--- src/hdl/cia_pkg.sv ---
// ----------------------------------------------------------------------------
// cia_pkg: shared types and codes
// Opcodes, status codes and the control word that travels along the chain.
// ----------------------------------------------------------------------------
package cia_pkg;

  localparam int FIELD_W = 64;

  localparam logic [3:0] OP_ADD = 4'd0;
  localparam logic [3:0] OP_SUB = 4'd1;
  localparam logic [3:0] OP_MUL = 4'd2;
  localparam logic [3:0] OP_DIV = 4'd3;
  localparam logic [3:0] OP_REM = 4'd4;
  localparam logic [3:0] OP_EQ  = 4'd5;
  localparam logic [3:0] OP_NE  = 4'd6;
  localparam logic [3:0] OP_GT  = 4'd7;
  localparam logic [3:0] OP_GE  = 4'd8;
  localparam logic [3:0] OP_LT  = 4'd9;
  localparam logic [3:0] OP_LE  = 4'd10;

  localparam logic [1:0] ST_OK    = 2'd0;
  localparam logic [1:0] ST_OVER  = 2'd1;
  localparam logic [1:0] ST_UNDER = 2'd2;

  typedef struct packed {
    logic       valid;
    logic [3:0] op;
    logic       sg;
    logic       na;
    logic       nb;
    logic [1:0] st;
  } ctl_t;

endpackage

--- src/hdl/cia_front.sv ---
// ----------------------------------------------------------------------------
// cia_front: operand decode stage
// Takes the operands apart into sign and magnitude, settles add, subtract and
// compare results and the early error cases, and loads the first cell.
// ----------------------------------------------------------------------------
module cia_front import cia_pkg::*; #(
  parameter int W = 64
) (
  input  logic                 clk,
  input  logic                 rst,
  input  logic                 adv,
  input  logic                 in_valid,
  input  logic                 sg_mode,
  input  logic [3:0]           op,
  input  logic [FIELD_W-1:0]   lhs,
  input  logic [FIELD_W-1:0]   rhs,
  output ctl_t                 ctl,
  output logic [W-1:0]         p,
  output logic [W-1:0]         q,
  output logic [W-1:0]         mb
);

  logic [W-1:0] a, b, ma, mb_next, sum, dif, ca, cb, p_next, q_next;
  logic         na, nb;
  ctl_t         ctl_next;

  always_comb begin
    a       = lhs[W-1:0];
    b       = rhs[W-1:0];
    na      = sg_mode & a[W-1];
    nb      = sg_mode & b[W-1];
    ma      = na ? (~a + 1'b1) : a;
    mb_next = nb ? (~b + 1'b1) : b;
    sum     = a + b;
    dif     = a - b;
    // sign flip turns a signed compare into an unsigned one
    ca      = sg_mode ? {~a[W-1], a[W-2:0]} : a;
    cb      = sg_mode ? {~b[W-1], b[W-2:0]} : b;

    ctl_next.valid = in_valid;
    ctl_next.op    = op;
    ctl_next.sg    = sg_mode;
    ctl_next.na    = na;
    ctl_next.nb    = nb;
    ctl_next.st    = ST_OK;
    p_next         = '0;
    q_next         = ma;

    case (op)
      OP_ADD: begin
        p_next = sum;
        if (sg_mode) begin
          if (!na && !nb && sum[W-1]) ctl_next.st = ST_OVER;
          else if (na && nb && !sum[W-1]) ctl_next.st = ST_UNDER;
        end else if (sum < a) begin
          ctl_next.st = ST_OVER;
        end
      end
      OP_SUB: begin
        p_next = dif;
        if (sg_mode) begin
          if (!na && nb && dif[W-1]) ctl_next.st = ST_OVER;
          else if (na && !nb && !dif[W-1]) ctl_next.st = ST_UNDER;
        end else if (a < b) begin
          ctl_next.st = ST_UNDER;
        end
      end
      OP_MUL: ;
      OP_DIV: begin
        // divide by zero, and signed minimum over minus one
        if (b == '0) ctl_next.st = ST_OVER;
        else if (sg_mode && a == {1'b1, {(W-1){1'b0}}} && b == '1)
          ctl_next.st = ST_OVER;
      end
      OP_REM: if (b == '0) ctl_next.st = ST_OVER;
      OP_EQ: p_next = W'(a == b);
      OP_NE: p_next = W'(a != b);
      OP_GT: p_next = W'(ca > cb);
      OP_GE: p_next = W'(ca >= cb);
      OP_LT: p_next = W'(ca < cb);
      OP_LE: p_next = W'(ca <= cb);
      default: ctl_next.st = ST_OVER;
    endcase
  end

  always_ff @(posedge clk) begin
    if (rst) begin
      ctl.valid <= 1'b0;
    end else if (adv) begin
      ctl <= ctl_next;
    end
    if (adv) begin
      p  <= p_next;
      q  <= q_next;
      mb <= mb_next;
    end
  end

endmodule

--- config.mk ---
export PLATFORM = sky130hd
export DESIGN_NAME = cia_front
export DESIGN_NICKNAME = d
export VERILOG_FILES = /design/src/hdl/cia_pkg.sv /design/src/hdl/cia_front.sv
export SDC_FILE = /design/constraint.sdc
export NUM_CORES = 1
export LEC_CHECK = 0
export BUFFER_PORTS_ARGS = -buffer_cell sky130_fd_sc_hd__buf_2
export CELL_PAD_IN_SITES_DETAIL_PLACEMENT = 1
export CELL_PAD_IN_SITES_GLOBAL_PLACEMENT = 2
export CORE_MARGIN = 10
export CORE_UTILIZATION = 38
export CTS_BUF_LIST = sky130_fd_sc_hd__clkbuf_8
export DETAILED_ROUTE_END_ITERATION = 10
export PLACE_DENSITY_LB_ADDON = 0.1
export SYNTH_ARGS = -nofsm -noshare
export SYNTH_HDL_FRONTEND = slang
export SYNTH_SLANG_ARGS = --single-unit
--- constraint.sdc ---
create_clock -name clk -period 13.7 [get_ports clk]
set_input_delay 2.055 -clock clk [delete_from_list [all_inputs] [get_ports clk]]
set_output_delay 2.055 -clock clk [all_outputs]
set_load 0.03 [all_outputs]
==> results.ini <==
[placed_design]
placed_cells = 3253
io_buffers = 338
dpl.hpwl_mm = 76.36
gp_congestion = 0.9767

[global_routing]
grt_pass1_vias = 20148
grt_max_degree = 78
grt_use_met3 = 0.06802
grt_usage = 0.2953
grt_busiest_layer = met1
grtUsageMet2 = 0.4255
use_met1 = 0.4336
grt_pass1_wl_mm = 135.8
overflow = 0
antenna_found_initial = 2

[worst_hold_path]
min_from = ctl[9]
holdPathStages = 2
hold_class = flop to flop
whs_endpoint = ctl[9]

[clocking]
ctsResizeCount = 0
cts_sinks = 202
htreeDepth = 2
cts_root_buf = clkbuf_8
tritoncts = yes
cts_max_path_buffers = 3
clkTransAtPathRegs_ns = 0.07
cts_setup_buffers = 0
cts_hold_buf = 0
worstSkewPairLatency_ns = 0.62
cts_made_buffers = 39

[worst_setup_path]
endpoint_kind = flop
required_ns = 14.07
worstPathArrival_ns = 8.38
r2r-end = ctl[9]
start_kind = primary input
path_class = primary input to flop
reg2reg_depth = 2
r2r-start = ctl[9]
r2r_slack_ns = 13.10
path_max_fanout = 7

[synth]
ys_async_sr_fraction = 0
synth_top_cell_area_share = 0.3055
synth-seq-area-share = 0.3065
synth_seq_cells = 202
ys_warn_count = 0
synth_edf_count = 201
syn_nets = 2659
synth_ff_type = edfxtp_1
syn_avg_cell_area_um2 = 8.498
synth_top_area_cell = edfxtp_1
synth_cells = 2325
syn_area_um2 = 19760
synth_area_leaders = edfxtp_1 (31%), ha_1 (12%), xnor2_1 (10%)
ys_types = 73

[floorplan]
die_y_um = 248.0
rows = 83
top_level_ports = 339
initial_utilization = 0.3843
die_w_um = 248.0
design.die.area_um2 = 61510
core_area_um2 = 51410

[pwr]
p_int_mw = 1.403
power_frac_clock = 0.273
p_seq_frac = 0.322
p_sw_mw = 0.9766
swShare = 0.4104
vdd_ir_drop_max_uv = 73.74
p_per_area_nw_per_um2 = 104.2
p_leak_nw = 9.359
combPwrFrac = 0.405

[flow_run]
max_cap_violations = 0

[cells_and_area]
final_layout_size_suffix_gt1_frac = 0.1710
nets = 2948
final_common_cell = buf_2
fin_cells = 3326
n_fill_cell = 6240
final_cell_mix = buf_2 (337), xnor2_1 (226), inv_1 (207)
syn_to_final_growth_pct = 15.60

[timing]
fin_crit_sh = 0.5841
setup_viol = 0
finalCriticalPeriod_ns = 8.002
drv_slew = 0
finalSetupTns_ns = 0
maxSlewHeadroom = 0.1305
max_freq_mhz = 125.0
fin_skew_ns = 0
grt_setup_unrepaired = no
hold_viol_final = 0
worst_slew_pin_slew_ns = 1.291
finalHoldWorstSlack_ns = 0.5246

[status]
outcome = complete, no violations

[drt]
drtIter0Drc = 1870
dr.pass1.iters = 5
via_per_inst = 6.033
ant_nets = 0
finalWirelength_mm = 93.98
drc = 0
via_count = 20065
wl_per_cell_um = 28.26

==> layer usage <==
metal | part of all wire | up-vias
met3 | 0.095 | 119
met4 | 0.024 | 0
li1 | - | 9099
met5 | 0 | -
met2 | 0.41 | 841
met1 | 0.47 | 10006
==> sequential cells by signal, indices dropped and copies added (netlist names) <==
register / cells
mb: 64
q: 64
ctl: 10
p: 64
==> worst max path at each step <==
stage           start  endpoint  slack (ns)  cells after the start
2_1_floorplan  rhs[4]    ctl[0]        6.88                     20
3_3_place_gp   rhs[0]    ctl[0]        5.51                     21
5_1_grt        rhs[4]    ctl[0]        5.23                     20
4_1_cts        rhs[4]    ctl[0]        5.91                     20
3_5_place_dp   rhs[4]    ctl[0]        5.24                     20
6_report       rhs[0]    ctl[0]        5.70                     21
==> kinds of logic (layout without fill, tap and decap cells) <==
logic type               after synthesis  after routing  synth area share
buffers and inverters                309            628           0.05877
AO/OA/AOI/OAI                        686            686            0.2251
other                                  0              2                 0
adder cells (fa/ha/maj)              197            197            0.1255
XOR/XNOR                             235            235            0.1042
flip-flops                           202            202            0.3065
AND/OR/NAND/NOR                      677            677            0.1700
multiplexers                          19             19          0.009879
==> final cells by class <==
type                       count  area (um^2)  area share
tap                          680        850.8     0.03725
inverter                     205        769.5     0.03369
antenna                        2        5.005   0.0002191
timing repair buffer         352         1805     0.07905
sequential                   202         6056      0.2651
clock inverter                31        245.2     0.01074
clock buffer                  40        550.5     0.02410
multi-input combinational   1814        12560      0.5498
==> metrics by stage <==
step	instance area (um^2)	setup slack, ns	total power [mW]	utilization
3_5_place_dp	22040	5.243	1.725	0.4287
2_1_floorplan	19760	6.878	1.377	-
3_3_place_gp	22040	5.508	1.714	0.4287
6_report	22840	5.698	2.380	0.4443
4_1_cts	22840	5.911	2.380	0.4442
5_1_grt	22840	5.227	2.494	0.4442
==> power groups by stage <==
stage / Sequential [mW] / Clock [mW] / Combinational (mW)
finish: 0.766 / 0.649 / 0.965
detailed placement: 0.779 / 0 / 0.945
floorplan: 0.898 / 0 / 0.479
CTS: 0.767 / 0.662 / 0.951
global route: 0.772 / 0.684 / 1.04
global placement: 0.778 / 0 / 0.937
==> critical path, cell delays in order <==
cell,delay [ns]
buf_2,0.16
ha_1,0.23
fa_1,0.45
nor2b_1,0.18
o311ai_0,0.45
a21o_1,0.25
a31oi_1,0.26
a21boi_1,0.81
o21a_1,0.30
o31ai_1,0.20
a211oi_1,0.52
nor2_1,0.11
xnor2_1,0.15
ha_1,0.32
nand4_1,0.09
or3_1,0.44
nor4_1,0.38
nand3_1,0.25
a2111oi_0,0.51
o21a_1,0.18
nand4_1,0.07
==> cells in the mapped netlist (6+ instances only) <==
| master | count |
|---|---|
| and2_1 | 12 |
| a31o_2 | 6 |
| nor4_1 | 36 |
| a2111oi_0 | 8 |
| buf_1 | 10 |
| nor3b_1 | 8 |
| mux2i_1 | 15 |
| o21bai_1 | 35 |
| o211ai_1 | 13 |
| clkbuf_1 | 93 |
| o41ai_1 | 25 |
| o21ai_0 | 153 |
| and3_1 | 9 |
| a21boi_0 | 12 |
| nor2_1 | 181 |
| a21o_1 | 52 |
| o311ai_0 | 9 |
| a21oi_1 | 189 |
| inv_1 | 203 |
| or4_1 | 14 |
| a221oi_1 | 7 |
| nor2b_1 | 27 |
| a211o_1 | 8 |
| a211oi_1 | 25 |
| nor3_1 | 62 |
| ha_1 | 195 |
| nand4_1 | 70 |
| xnor2_1 | 226 |
| edfxtp_1 | 201 |
| nand2_1 | 145 |
| xor2_1 | 9 |
| nand3_1 | 48 |
| a31oi_1 | 17 |
| or2_2 | 15 |
| or3_1 | 22 |
| o21a_1 | 17 |
| nand2b_1 | 9 |
| o31ai_1 | 64 |
No activity file was read; power rests on OpenSTA's default activity.
